`src/design/sts_pkg.sv`:
```
package sts_pkg;

    localparam logic [7:0] CH_PERIOD = 8'h2E;
    localparam logic [7:0] CH_COLON  = 8'h3A;
    localparam logic [7:0] CH_DQUOTE = 8'h22;
    localparam logic [7:0] CH_SQUOTE = 8'h27;
    localparam logic [7:0] CH_TILDE  = 8'h7E;
    localparam logic [7:0] CH_LBRACE = 8'h7B;
    localparam logic [7:0] CH_RBRACE = 8'h7D;

    localparam logic [2:0] TK_EOS     = 3'd0;
    localparam logic [2:0] TK_DOT     = 3'd1;
    localparam logic [2:0] TK_SCOLON  = 3'd2;
    localparam logic [2:0] TK_COLON   = 3'd3;
    localparam logic [2:0] TK_LITERAL = 3'd4;
    localparam logic [2:0] TK_PREPROC = 3'd5;
    localparam logic [2:0] TK_NONE    = 3'd6;

    localparam int ALLOW_EOS     = 0;
    localparam int ALLOW_DOT     = 1;
    localparam int ALLOW_SCOLON  = 2;
    localparam int ALLOW_COLON   = 3;
    localparam int ALLOW_LITERAL = 4;
    localparam int ALLOW_PREPROC = 5;

    typedef struct packed {
        logic [1:0] cnt;
        logic [2:0] kind0;
        logic [2:0] kind1;
    } sts_push_t;

    function automatic logic is_space(input logic [7:0] c);
        return (c == 8'd32) || ((c >= 8'd9) && (c <= 8'd13));
    endfunction

endpackage

```
`src/design/sts_core.sv`:
```
module sts_core
    import sts_pkg::*;
#(
    parameter int MAX_NEST_DEPTH = 255
)
(
    input  logic            clk,
    input  logic            rst_n,
    input  logic            in_valid,
    output logic            in_stall,
    input  logic [7:0]      character,
    input  logic            end_marker,
    input  logic [5:0]      allowed_tokens,
    input  logic            has_room,
    output sts_push_t       push
);

    localparam int DW = $clog2(MAX_NEST_DEPTH + 1);
    localparam logic [DW-1:0] DEPTH_MAX = DW'(MAX_NEST_DEPTH);

    localparam logic [2:0] MODE_IDLE    = 3'd0;
    localparam logic [2:0] MODE_PERIOD  = 3'd1;
    localparam logic [2:0] MODE_COLON   = 3'd2;
    localparam logic [2:0] MODE_LIT     = 3'd3;
    localparam logic [2:0] MODE_LIT_ESC = 3'd4;
    localparam logic [2:0] MODE_BRACE   = 3'd5;

    logic            in_valid_reg, in_valid_next;
    logic [7:0]      char_reg;
    logic            end_reg;
    logic [5:0]      mask_reg;
    logic [2:0]      mode_reg, mode_next;
    logic            quote_dq_reg, quote_dq_next;
    logic [DW-1:0]   depth_reg, depth_next;

    logic            accept;
    logic            advance;
    logic            first_emit;
    logic [2:0]      first_kind;
    logic            run_idle;
    logic            idle_emit;
    logic            c_space;
    logic [7:0]      quote_ch;
    logic [DW-1:0]   depth_dec;

    assign advance  = in_valid_reg && has_room;
    assign in_stall = in_valid_reg && !has_room;
    assign accept   = in_valid && !in_stall;

    assign c_space  = is_space(char_reg);
    assign quote_ch = quote_dq_reg ? CH_DQUOTE : CH_SQUOTE;
    assign depth_dec = (depth_reg != '0) ? depth_reg - DW'(1) : depth_reg;

    always_comb
    begin
        in_valid_next = in_valid_reg;
        if (accept)
        begin
            in_valid_next = 1'b1;
        end
        else if (advance)
        begin
            in_valid_next = 1'b0;
        end
    end

    always_comb
    begin
        mode_next     = mode_reg;
        quote_dq_next = quote_dq_reg;
        depth_next    = depth_reg;
        first_emit    = 1'b0;
        first_kind    = TK_NONE;
        run_idle      = 1'b0;
        idle_emit     = 1'b0;

        if (end_reg)
        begin
            unique case (mode_reg)
                MODE_PERIOD:
                begin
                    first_emit = 1'b1;
                    first_kind = TK_EOS;
                end
                MODE_COLON:
                begin
                    first_emit = 1'b1;
                    first_kind = TK_COLON;
                end
                MODE_LIT, MODE_LIT_ESC:
                begin
                    first_emit = 1'b1;
                    first_kind = TK_LITERAL;
                end
                MODE_BRACE:
                begin
                    first_emit = 1'b1;
                    first_kind = TK_PREPROC;
                end
                default:
                begin
                    first_emit = 1'b0;
                end
            endcase
            mode_next  = MODE_IDLE;
            depth_next = '0;
        end
        else
        begin
            unique case (mode_reg)
                MODE_PERIOD:
                begin
                    first_emit = 1'b1;
                    first_kind = c_space ? TK_EOS : TK_DOT;
                    run_idle   = 1'b1;
                end
                MODE_COLON:
                begin
                    first_emit = 1'b1;
                    first_kind = c_space ? TK_SCOLON : TK_COLON;
                    run_idle   = 1'b1;
                end
                MODE_LIT:
                begin
                    if (char_reg == quote_ch)
                    begin
                        first_emit = 1'b1;
                        first_kind = TK_LITERAL;
                        mode_next  = MODE_IDLE;
                    end
                    else if (char_reg == CH_TILDE)
                    begin
                        mode_next = MODE_LIT_ESC;
                    end
                end
                MODE_LIT_ESC:
                begin
                    mode_next = MODE_LIT;
                end
                MODE_BRACE:
                begin
                    if (char_reg == CH_RBRACE)
                    begin
                        depth_next = depth_dec;
                        if (depth_dec == '0)
                        begin
                            first_emit = 1'b1;
                            first_kind = TK_PREPROC;
                            mode_next  = MODE_IDLE;
                        end
                    end
                    else if (char_reg == CH_LBRACE)
                    begin
                        if (depth_reg < DEPTH_MAX)
                        begin
                            depth_next = depth_reg + DW'(1);
                        end
                    end
                end
                default:
                begin
                    run_idle = 1'b1;
                end
            endcase

            if (run_idle)
            begin
                mode_next = MODE_IDLE;
                if (!c_space)
                begin
                    if ((char_reg == CH_PERIOD) &&
                        (mask_reg[ALLOW_EOS] || mask_reg[ALLOW_DOT]))
                    begin
                        mode_next = MODE_PERIOD;
                    end
                    else if ((char_reg == CH_COLON) &&
                             (mask_reg[ALLOW_SCOLON] || mask_reg[ALLOW_COLON]))
                    begin
                        mode_next = MODE_COLON;
                    end
                    else if (((char_reg == CH_DQUOTE) || (char_reg == CH_SQUOTE)) &&
                             mask_reg[ALLOW_LITERAL])
                    begin
                        mode_next     = MODE_LIT;
                        quote_dq_next = (char_reg == CH_DQUOTE);
                    end
                    else if ((char_reg == CH_LBRACE) && mask_reg[ALLOW_PREPROC])
                    begin
                        mode_next  = MODE_BRACE;
                        depth_next = DW'(1);
                    end
                    else
                    begin
                        idle_emit = 1'b1;
                    end
                end
            end
        end
    end

    always_comb
    begin
        push.kind0 = first_emit ? first_kind : TK_NONE;
        push.kind1 = TK_NONE;
        if (!advance)
        begin
            push.cnt = 2'd0;
        end
        else
        begin
            push.cnt = {1'b0, first_emit} + {1'b0, idle_emit};
        end
    end

    always_ff @(posedge clk)
    begin
        if (accept)
        begin
            char_reg <= character;
            end_reg  <= end_marker;
            mask_reg <= allowed_tokens;
        end
    end

    always_ff @(posedge clk or negedge rst_n)
    begin
        if (!rst_n)
        begin
            in_valid_reg <= 1'b0;
            mode_reg     <= MODE_IDLE;
            quote_dq_reg <= 1'b0;
            depth_reg    <= '0;
        end
        else
        begin
            in_valid_reg <= in_valid_next;
            if (advance)
            begin
                mode_reg     <= mode_next;
                quote_dq_reg <= quote_dq_next;
                depth_reg    <= depth_next;
            end
        end
    end

endmodule

```
`src/design/sts_out_queue.sv`:
```
module sts_out_queue
    import sts_pkg::*;
(
    input  logic        clk,
    input  logic        rst_n,
    input  sts_push_t   push,
    output logic        has_room,
    output logic        out_valid,
    input  logic        out_stall,
    output logic [2:0]  token_kind,
    output logic        last_of_run
);

    logic [2:0] kind_reg [4];
    logic       last_reg [4];
    logic [1:0] head_reg, head_next;
    logic [1:0] tail_reg, tail_next;
    logic [2:0] count_reg, count_next;
    logic       pop;
    logic [1:0] tail_plus1;

    assign out_valid   = (count_reg != 3'd0);
    assign pop         = out_valid && !out_stall;
    assign token_kind  = kind_reg[head_reg];
    assign last_of_run = last_reg[head_reg];
    assign has_room    = (count_reg <= 3'd2);
    assign tail_plus1  = tail_reg + 2'd1;

    always_comb
    begin
        head_next  = pop ? head_reg + 2'd1 : head_reg;
        tail_next  = tail_reg + push.cnt;
        count_next = count_reg + {1'b0, push.cnt} - {2'b00, pop};
    end

    always_ff @(posedge clk)
    begin
        if (push.cnt != 2'd0)
        begin
            kind_reg[tail_reg] <= push.kind0;
            last_reg[tail_reg] <= (push.cnt == 2'd1);
        end
        if (push.cnt == 2'd2)
        begin
            kind_reg[tail_plus1] <= push.kind1;
            last_reg[tail_plus1] <= 1'b1;
        end
    end

    always_ff @(posedge clk or negedge rst_n)
    begin
        if (!rst_n)
        begin
            head_reg  <= 2'd0;
            tail_reg  <= 2'd0;
            count_reg <= 3'd0;
        end
        else
        begin
            head_reg  <= head_next;
            tail_reg  <= tail_next;
            count_reg <= count_next;
        end
    end

endmodule

```
`src/design/statement_token_scanner.sv`:
```
// Statement token scanner: one byte (or the end marker) per input word, with
// a mask of the token kinds allowed at that point; result words carry
// token_kind and last_of_run.
// Input channel: in_valid / in_stall with character, end_marker and
// allowed_tokens. A word is taken at a rising edge with in_valid high and
// in_stall low. Output channel: out_valid / out_stall with token_kind and
// last_of_run, same rule.
// Path: an input word is taken into the input register, then the scan logic
// writes its results into a four-entry result queue, which drives the
// output; a queue without room holds the input register back.
// Throughput: one input word per cycle while each word gives at most one
// result and out_stall stays low; results leave one per cycle, so words that
// give two results (a pending period or colon closed by a byte that is itself
// rejected) set a slower rate on the output side.
// Stall: the queue keeps taking input while it holds two results or fewer;
// beyond that in_stall rises until the receiver drains it. No result is lost.
// Reset: scan mode idle, quote flag and nesting depth cleared, queue empty.
module statement_token_scanner
    import sts_pkg::*;
#(
    parameter int MAX_NEST_DEPTH = 255
)
(
    input  logic        clk,
    input  logic        rst_n,
    input  logic        in_valid,
    output logic        in_stall,
    input  logic [7:0]  character,
    input  logic        end_marker,
    input  logic [5:0]  allowed_tokens,
    output logic        out_valid,
    input  logic        out_stall,
    output logic [2:0]  token_kind,
    output logic        last_of_run
);

    sts_push_t push;
    logic      has_room;

    sts_core #(
        .MAX_NEST_DEPTH (MAX_NEST_DEPTH)
    ) u_core (
        .clk            (clk),
        .rst_n          (rst_n),
        .in_valid       (in_valid),
        .in_stall       (in_stall),
        .character      (character),
        .end_marker     (end_marker),
        .allowed_tokens (allowed_tokens),
        .has_room       (has_room),
        .push           (push)
    );

    sts_out_queue u_queue (
        .clk         (clk),
        .rst_n       (rst_n),
        .push        (push),
        .has_room    (has_room),
        .out_valid   (out_valid),
        .out_stall   (out_stall),
        .token_kind  (token_kind),
        .last_of_run (last_of_run)
    );

endmodule
```
`config.mk`:
```
export PLATFORM = sky130hd
export DESIGN_NAME = statement_token_scanner
export DESIGN_NICKNAME = d
export VERILOG_FILES = /design/src/design/sts_pkg.sv /design/src/design/sts_core.sv /design/src/design/sts_out_queue.sv /design/src/design/statement_token_scanner.sv
export SDC_FILE = /design/constraint.sdc
export NUM_CORES = 1
export LEC_CHECK = 0
export BUFFER_PORTS_ARGS = -buffer_cell sky130_fd_sc_hd__buf_2
export CAP_MARGIN = 40
export CORE_MARGIN = 2
export CORE_UTILIZATION = 65
export DETAILED_ROUTE_END_ITERATION = 10
export GPL_TIMING_DRIVEN = 0
export PLACE_DENSITY = 0.86
export RECOVER_POWER = 100
export SYNTH_ARGS = -nofsm -noshare
export SYNTH_HDL_FRONTEND = slang
export SYNTH_SLANG_ARGS = --single-unit
```
`constraint.sdc`:
```
create_clock -name clk -period 5.9 [get_ports clk]
set_clock_uncertainty 0.05 [all_clocks]
set_input_delay 0.295 -clock clk [delete_from_list [all_inputs] [get_ports clk]]
set_output_delay 0.295 -clock clk [all_outputs]
set_load 0.02 [all_outputs]
```
==> metrics, run 1 <==
simple-gate share of the synthesized area 23.18%; clock-pin slew on the worst setup and hold paths 100 ps; setup ws final 1354 ps; WP data required 6050 ps; top cell type's share of synthesized area 16.01%; GP Congestion 0.9208; CTS tree yes; Area growth syn-to-layout 8.367%; Syn Nets 372; Via Count 2,833; Max-slew headroom 22.74%; xor/xnor share of the synthesized area 2.242%; max reg flops 12; GRT Util Overall 28.10%; Setup Total Neg Slack 0 ps; Final nets 404; H-Tree Level Count 2; gr ovfl total 0; complex-gate fraction of the synthesized area 19.94%; cell taking the most area after synthesis dfrtp_1; row cnt 25; final setup vio count 0; post-route ant nets 0; share of post-route cells with drive strength above 1 13.23%; initial antenna violation count 0; largest family of logic cells by synthesized area simple AND/OR/NAND/NOR gates; Clk Latency, worst-skew pair 310 ps; Finished Layout Cells 432; most numerous cell in the Yosys netlist nor2_1; pre-CTS setup slack 1725 ps; clk root buf clkbuf_8; largest net degree at the start of global routing 21; Seq/Total Area, Yosys 40.67%; hold crit path type in2reg; post-synthesis mux area share 4.884%; final hold vios 0; wire length per cell 16.31 um; Sink Count 51; dominant cells by area after synthesis dfrtp_1 (16%), edfxtp_1 (14%), dfxtp_1 (10%); Pwr Density 364.0 mW/mm^2; Inst Count DP 423; peak supply drop 339.5 uV; worst slew pin tran 1159 ps; minimum clock period 4546 ps; die area 0.005379 sq mm; mapped cell area 0.003125 sq mm; Max-Cap Viols 0; Post-CTS Setup Bufs 0; routed vias/inst 6.558; dpl hpwl 5147 um; critical path startpoint category flop; outcome finished, final reports clean; DRT Wirelength 7044 um; Synth Instances 345; CP max FO 9; CP Capture Type flop; number of diodes 0; core area 0.004692 sq mm; Die Wd 73.35 um; post-layout util 72.19%; Iter 0 DRT Violations 331; Max Freq 220.0 MHz; Max Slew Vio Count 0; warnings from Yosys 0; Synth Flop Type dfrtp_1; syn_area_per_cell 9.059 sq um; Die Span Y 73.35 um; Adder-Cell Fraction of Synth Area 3.443%; I/O Buffers 24; I/O Pins 25; most instantiated cells after synthesis nor2_1 (27), a21oi_1 (26), nand2_1 (26), o21ai_0 (25), inv_1 (21); Post-synth ARST share 39.22%; first-pass GRT wire length 11,810 um; leakage power 1.382 nW; maximum clock path buffer count 2; fin crit share 77.06%; EDFF count, synth 15; number of global-route vias before repair 2,570; crit path DAT 4690 ps; TritonCTS buffer count 5; kind of critical path reg2reg; Cell variety after synth 70; post-synthesis register bit count 51; drt first pass iters 5; Residual DRC 0; unrepaired setup endpoints after global routing no; Initial Util 66.61%
## placed cells by master, fill, tap and decap left out, drive strengths merged, types with 3 or more instances in the layout
cell    instances
buf            29
a31oi           8
inv            23
nor2           27
ha              7
xor2            3
nor2b           4
or3             6
or4             4
nand3          15
nand2b          8
a21oi          26
mux2i           4
o22ai           4
xnor2           5
nand2          26
o22a            3
dfxtp          16
edfxtp         15
and2            4
mux4            4
and4            3
and3            3
nor3           13
clkbuf         20
o21ai          26
nor4            4
dfrtp          20
## per-layer routing
layer | GRT usage [%] | vias to the layer above | wire, um
met4 | 8.485 | 0 | 137
met1 | 39.09 | 1319 | 3087
met2 | 45.45 | 161 | 3264
met3 | 4.527 | 18 | 555
met5 | 0 | - | 0
li1 | - | 1335 | -
## cell type report
cell class	count	area, sq um
well taps	54	67.56
flip-flops and latches	51	1271
multi-input cells	253	1668
clock inverters	3	15.01
repair buffers	25	121.4
fillers	360	1305
inverters	21	78.83
plain buffers	20	96.34
clock buffers	5	68.82
## worst paths after layout
path                            slack (ps)                    from                     end  cells past startpoint
worst max-delay path                  1350     u_core.depth_reg[0]    u_queue.count_reg[2]                     14
worst min-delay path                   100            character[1]      u_core.char_reg[1]                      1
worst max register to register        1350     u_core.depth_reg[0]    u_queue.count_reg[2]                     14
worst min register to register         420  u_queue.kind_reg[2][0]  u_queue.kind_reg[2][0]                      2
max in group asynchronous             4430                   rst_n      u_core.mode_reg[0]                      2
min in group asynchronous              670                   rst_n     u_core.depth_reg[0]                      2
## kinds of logic (layout without fill, tap and decap cells)
logic type	count (synthesis)	in the layout
adders and majority gates	8	8
AOI/OAI and AO/OA	95	95
xor gates and xnor gates	8	8
DFF	51	51
buffers and inverters	41	74
and+or+nand+nor	132	132
muxes	10	10
## critical path, stage by stage, from the launching register on
cell      delay [ps]
dfrtp_1          480
inv_1            120
ha_1             280
or3b_2           520
or3_1            400
mux2i_1          160
or3_1            450
a31oi_1          250
ha_1             170
clkbuf_1         270
nand2_1          210
ha_1             350
fa_1             430
xor2_1           160
xnor2_1          120
## timing repair
action	in CTS	in global routing
resized for setup	0	0
endpoints found under the hold margin	20	0
setup endpoints to repair	0	0
hold buffers	1	0
## power breakdown
part	total, mW	switching [mW]	internal, mW
Combinational	0.496	0.307	0.189
Clock	0.202	0.120	0.0819
Sequential	0.534	0.0666	0.468
Total	1.23	0.494	0.739
## per-stage QoR
stage / power, mW / instance area, sq um / hold slack [ps]
2_1_floorplan: 0.8997 / 3126 / -50.59
3_3_place_gp: 1.008 / 3313 / 236.2
3_5_place_dp: 1.035 / 3313 / 238.0
4_1_cts: 1.234 / 3407 / 93.94
5_1_grt: 1.306 / 3387 / 102.3
6_report: 1.233 / 3387 / 97.28
(Power assumes the default switching activity.)
==> run 2: changes to the inputs <==
--- a/config.mk
+++ b/config.mk
@@ -5,13 +5,14 @@
 export SDC_FILE = /design/constraint.sdc
 export NUM_CORES = 1
 export LEC_CHECK = 0
+export ABC_AREA = 1
 export BUFFER_PORTS_ARGS = -buffer_cell sky130_fd_sc_hd__buf_2
 export CAP_MARGIN = 40
 export CORE_MARGIN = 2
-export CORE_UTILIZATION = 65
+export CORE_UTILIZATION = 60
 export DETAILED_ROUTE_END_ITERATION = 10
 export GPL_TIMING_DRIVEN = 0
-export PLACE_DENSITY = 0.86
+export PLACE_DENSITY = 0.8
 export RECOVER_POWER = 100
 export SYNTH_ARGS = -nofsm -noshare
 export SYNTH_HDL_FRONTEND = slang
==> constraint.sdc (replaced) <==
create_clock -name clk -period 4.5 [get_ports clk]
set_clock_uncertainty 0.05 [all_clocks]
set_input_delay 0.225 -clock clk [delete_from_list [all_inputs] [get_ports clk]]
set_output_delay 0.225 -clock clk [all_outputs]
set_load 0.02 [all_outputs]
==> run 2 against run 1 <==
  * Critical path type unchanged
  * Synthesized cell count up 26%
  * Combinational power up 35%
  * Sequential power up 37%
==> metrics, run 2 <==
critical path startpoint category flop; Max-Cap Viols 0; Sink Count 51; Die Wd 77.44 um; Max-slew headroom 17.72%; clock-pin slew on the worst setup and hold paths 100 ps; core area 0.005140 sq mm; I/O Pins 25; Clk network pwr share 16.7%; Die Span Y 77.44 um; Final Cell Area 0.003472 sq mm; most numerous cell in the Yosys netlist nand2_1; commonest non-fill, non-tap cell in the layout nand2_1; final setup vio count 0; warnings from Yosys 0; Max Freq 258.0 MHz; largest net degree at the start of global routing 21; row cnt 26; post-synthesis register bit count 51; unrepaired setup endpoints after global routing no; CP max FO 8; Setup Total Neg Slack 0 ps; Final nets 495; maximum clock path buffer count 2; outcome finished, final reports clean; top cell type's share of synthesized area 15.47%; Hold Buf Count CTS 1; post-route ant nets 0; Cell variety after synth 41; crit path DAT 4060 ps; Initial Util 62.95%; syn_area_per_cell 7.438 sq um; die area 0.005996 sq mm; leakage power 1.628 nW; Post-CTS Setup Bufs 0; hold crit path type in2reg; minimum clock period 3876 ps; Seq/Total Area, Yosys 39.29%; initial antenna violation count 0; fin crit share 86.12%; CP Capture Type flop; Comb pwr share 39.8%; mapped cell area 0.003236 sq mm; peak supply drop 340.2 uV; commonest non-fill, non-tap cells in the layout nand2_1 (102), inv_1 (52), nor2_1 (50); Reg power frac 43.5%; Syn Nets 462; Via Count 2,981; PostCTS Resize Cnt 0; GRT Util Overall 25.18%; Max Slew Vio Count 0; dominant cells by area after synthesis dfrtp_1 (15%), edfxtp_1 (14%), nand2_1 (12%); Synth Instances 435; EDFF count, synth 15; H-Tree Level Count 2; I/O Buffers 24; wire length per cell 13.21 um; dpl cell area 0.003451 sq mm; number of global-route vias before repair 2,869; Area growth syn-to-layout 7.309%; P_sw 0.6968 mW; max reg flops 12; most instantiated cells after synthesis nand2_1 (101), inv_1 (48), nand3_1 (45), nor2_1 (42), o21ai_0 (22); Cell Int Power 0.9836 mW; Pwr Density 484.0 mW/mm^2; Filler Cell Count 488; Iter 0 DRT Violations 352; CTS tree yes; GP Congestion 0.9119; drt first pass iters 5; dpl hpwl 5386 um; gr ovfl total 0; DRT Wirelength 7119 um; final hold vios 0; switch share 41.47%; first-pass GRT wire length 12,310 um; kind of critical path reg2reg; Synth Flop Type dfrtp_1; number of diodes 0; share of post-route cells with drive strength above 1 10.45%; worst slew pin tran 1234 ps; cell taking the most area after synthesis dfrtp_1; routed vias/inst 5.531; post-layout util 67.55%; TritonCTS buffer count 5; Post-synth ARST share 39.22%; Clk Latency, worst-skew pair 310 ps; clk root buf clkbuf_8; Residual DRC 0; WP data required 4680 ps
## run 2: cell types whose count changed after synthesis, sizes merged, moves of 8 or more
cell / delta
a21oi: -10
buf: -10
inv: +38
nand2: +80
nand2b: -8
nand3: +31
nor2: +32
o21ai: +11
## run 2: logic make-up (layout without fill, tap and decap cells)
kind of cell             count (synthesis)  count (layout)  synth area share (%)
AND/OR/NAND/NOR                        229             229                 33.84
AO/OA/AOI/OAI                           72              72                 12.72
buffers and inverters                   65              99                 8.043
flip-flops                              51              51                 39.29
XOR/XNOR                                 9               9                 2.436
adder cells (fa/ha/maj)                  8               8                 3.326
multiplexers                             1               1                0.3480
## run 2: final cells by class
class / count / area (sq um) / area share, %
Buffer: 4 / 31.28 / 0.9009
Multi-Input combinational cell: 319 / 1633 / 47.03
Inverter: 61 / 229.0 / 6.595
Clock buffer: 7 / 86.33 / 2.486
Timing Repair Buffer: 26 / 125.1 / 3.604
Clock inverter: 1 / 8.758 / 0.2523
Tap cell: 70 / 87.58 / 2.523
Sequential cell: 51 / 1271 / 36.61
## run 2: final timing paths
path / start / to / slack [ps] / cells after the start
worst max-delay path: u_core.depth_reg[0] / u_queue.count_reg[2] / 620 / 18
worst min register to register: u_queue.last_reg[1] / u_queue.last_reg[1] / 420 / 2
worst min-delay path: allowed_tokens[3] / u_core.mask_reg[3] / 40 / 1
min in group asynchronous: rst_n / u_core.in_valid_reg / 650 / 2
max in group asynchronous: rst_n / u_core.mode_reg[0] / 3020 / 2
worst max register to register: u_core.depth_reg[0] / u_queue.count_reg[2] / 620 / 18
## run 2: critical path, stage by stage (launching register included)
cell and delay [ps]:
dfrtp_1 470, inv_1 230, ha_1 340, nand4_1 360, nand2_1 220, nand3_1 90
nor2_1 140, nand3_1 110, nand4_1 90, o31ai_1 80, inv_1 80, ha_1 160
inv_1 70, nor2_4 130, inv_1 80, ha_1 300, fa_1 440, xnor2_1 190
xor2_1 180
## run 2: metal layers
layer / track usage (%) / routed length (um) / vias to the layer above
met5: 0 / 0 / -
li1: - / - / 1503
met4: 6.607 / 113 / 0
met1: 33.84 / 3326 / 1375
met2: 42.78 / 3287 / 89
met3: 3.721 / 391 / 14
## run 2: power by group through the flow
| stage | Sequential [mW] | Combinational, mW | Clock, mW |
|---|---|---|---|
| detailed placement | 0.740 | 0.706 | 0 |
| global placement | 0.735 | 0.676 | 0 |
| finish | 0.730 | 0.670 | 0.281 |
| global route | 0.746 | 0.773 | 0.299 |
| floorplan | 0.714 | 0.539 | 0 |
| CTS | 0.730 | 0.711 | 0.285 |
## run 2: per-stage QoR
step / setup WS, ps / instances / hold slack [ps] / power (mW)
final: 624.4 / 539 / 37.05 / 1.680
after floorplan: 1296 / 435 / -120.6 / 1.253
after global routing: 294.5 / 539 / 33.24 / 1.817
after global placement: 934.5 / 529 / 173.9 / 1.411
after detailed placement: 866.8 / 530 / 173.5 / 1.446
after CTS: 829.5 / 539 / 40.23 / 1.726
==> run 3: changes to the inputs <==
==> constraint.sdc (replaced) <==
create_clock -name clk -period 3.9 [get_ports clk]
set_clock_uncertainty 0.05 [all_clocks]
set_input_delay 0.195 -clock clk [delete_from_list [all_inputs] [get_ports clk]]
set_output_delay 0.195 -clock clk [all_outputs]
set_load 0.02 [all_outputs]
==> run 3 against run 2 <==
  * First-iteration DRC count fell by 14%
  * Critical endpoint unchanged
  * Critical path depth unchanged
  * Sequential share of layout area shrank 0.24 points
==> metrics, run 3 (synthesized netlist as in run 2, its figures left out) <==
outcome finished, final reports clean; commonest non-fill, non-tap cell in the layout nand2_1; leakage power 1.631 nW; maximum clock path buffer count 2; gr ovfl total 0; DRT Wirelength 7107 um; Pwr Density 556.1 mW/mm^2; hold crit path type in2reg; number of global-route vias before repair 2,869; Final nets 495; Area growth syn-to-layout 8.005%; max reg flops 12; Setup Total Neg Slack 0 ps; Finished Layout Cells 539; final setup vio count 0; crit path DAT 3770 ps; Iter 0 DRT Violations 301; CP max FO 8; post-route ant nets 0; TritonCTS buffer count 5; Post-CTS Setup Bufs 0; Initial Util 62.95%; Worst Hold Path Cells 1; minimum clock period 3589 ps; clock-pin slew on the worst setup and hold paths 100 ps; largest net degree at the start of global routing 21; first-pass GRT wire length 12,310 um; drt first pass iters 7; I/O Pins 25; Final Cell Area 0.003495 sq mm; Via Count 2,976; min-delay src allowed_tokens[3]; setup ws final 310.9 ps; die area 0.005996 sq mm; core area 0.005140 sq mm; Residual DRC 0; GRT Util Overall 25.18%; crit path cell chain inv_1 -> ha_2 -> nand4_4 -> nand2_1 -> nand3_1 -> nor2_1 -> nand3_1 -> nand4_1 -> o31ai_1 -> inv_1 -> ha_1 -> inv_1 -> nor2_4 -> inv_1 -> ha_1 -> fa_1 -> xnor2_1 -> xor2_1; dpl cell area 0.003451 sq mm; I/O Buffers 24; unrepaired setup endpoints after global routing no; pre-CTS setup slack 266.8 ps; CP Capture Type flop; slowest cell delay on critical path 470 ps; reg2reg end u_queue.count_reg[2]; fin crit share 92.03%; cell mode on critical path inv_1; storage element area 0.001271 sq mm; peak supply drop 392.4 uV; Clk Latency, worst-skew pair 310 ps; H-Tree Level Count 2; Max Slew Vio Count 0; Hold EP u_core.mask_reg[3]; WP data required 4090 ps; Sink Count 51; R2R Setup Slk 310 ps; initial antenna violation count 0; Die Span Y 77.44 um; share of post-route cells with drive strength above 1 11.30%; dpl hpwl 5386 um; critical path startpoint category flop; kind of critical path reg2reg; Die Wd 77.44 um; Multi-input gate area 0.001655 sq mm; CP max stage cell dfrtp_1; clk root buf clkbuf_8; Max Freq 278.6 MHz; number of diodes 0; final hold vios 0; Filler Cell Count 483; wire length per cell 13.19 um; GP Congestion 0.9119; Reg2Reg Depth 18; Inst Count DP 530; CTS tree yes; Crit Reg-Reg Startpoint u_core.depth_reg[0]; row cnt 26; worst slew pin tran 1223 ps; routed vias/inst 5.521; Max-Cap Viols 0; Max-slew headroom 18.48%; commonest non-fill, non-tap cells in the layout nand2_1 (101), inv_1 (52), nor2_1 (49)
==> run 3: critical path, delay by kind of cell (launching register included) <==
kind	cells	cell delay, ps
simple gates	7	860
fa+ha+maj	4	1220
flops	1	470
compound gates	1	80
buf+inv	4	460
xor+xnor	2	370
==> run 3: report_power, final <==
part	internal, mW	switching [mW]
clock	0.147	0.179
sequential	0.734	0.107
combinational	0.254	0.522
==> run 3: repair_timing <==
item                                    in CTS  in global routing
hold buffers                                 1                  0
hold endpoints to repair                    20                  0
gates resized for setup                      0                  1
endpoints found under the setup margin       0                  1
==> run 3: metal layers <==
metal	global-route usage, %	vias up	routed length [um]
li1	-	1502	-
met1	33.84	1375	3348
met2	42.78	83	3292
met3	3.721	16	357
met4	6.607	0	109
met5	0	-	0
==> run 3: worst max-delay path by stage <==
stage,from,endpoint,cells past startpoint
finish,u_core.depth_reg[0],u_queue.count_reg[2],18
global route,u_core.depth_reg[0],u_queue.kind_reg[0][1],19
CTS,u_core.depth_reg[0],u_queue.count_reg[2],18
detailed placement,u_core.depth_reg[0],u_queue.count_reg[2],18
global placement,u_core.depth_reg[0],u_queue.count_reg[2],18
floorplan,u_core.depth_reg[0],u_queue.count_reg[2],18
==> run 3: metrics by stage <==
| stage | hold WS (ps) | power (mW) | util (%) |
|---|---|---|---|
| floorplan | -150.6 | 1.445 | - |
| global placement | 143.9 | 1.628 | 66.99 |
| detailed placement | 143.5 | 1.668 | 67.14 |
| CTS | 10.23 | 1.992 | 69.18 |
| global route | 3.239 | 2.099 | 67.99 |
| finish | 6.292 | 1.943 | 67.99 |
==> run 3: final cells by class <==
cell class	count	share of cell area (%)
plain buffers	4	0.8951
clock buffers	7	2.470
clock inverters	1	0.2506
inverters	61	6.552
multi-input cells	319	47.37
flip-flops and latches	51	36.38
well taps	70	2.506
repair buffers	26	3.580
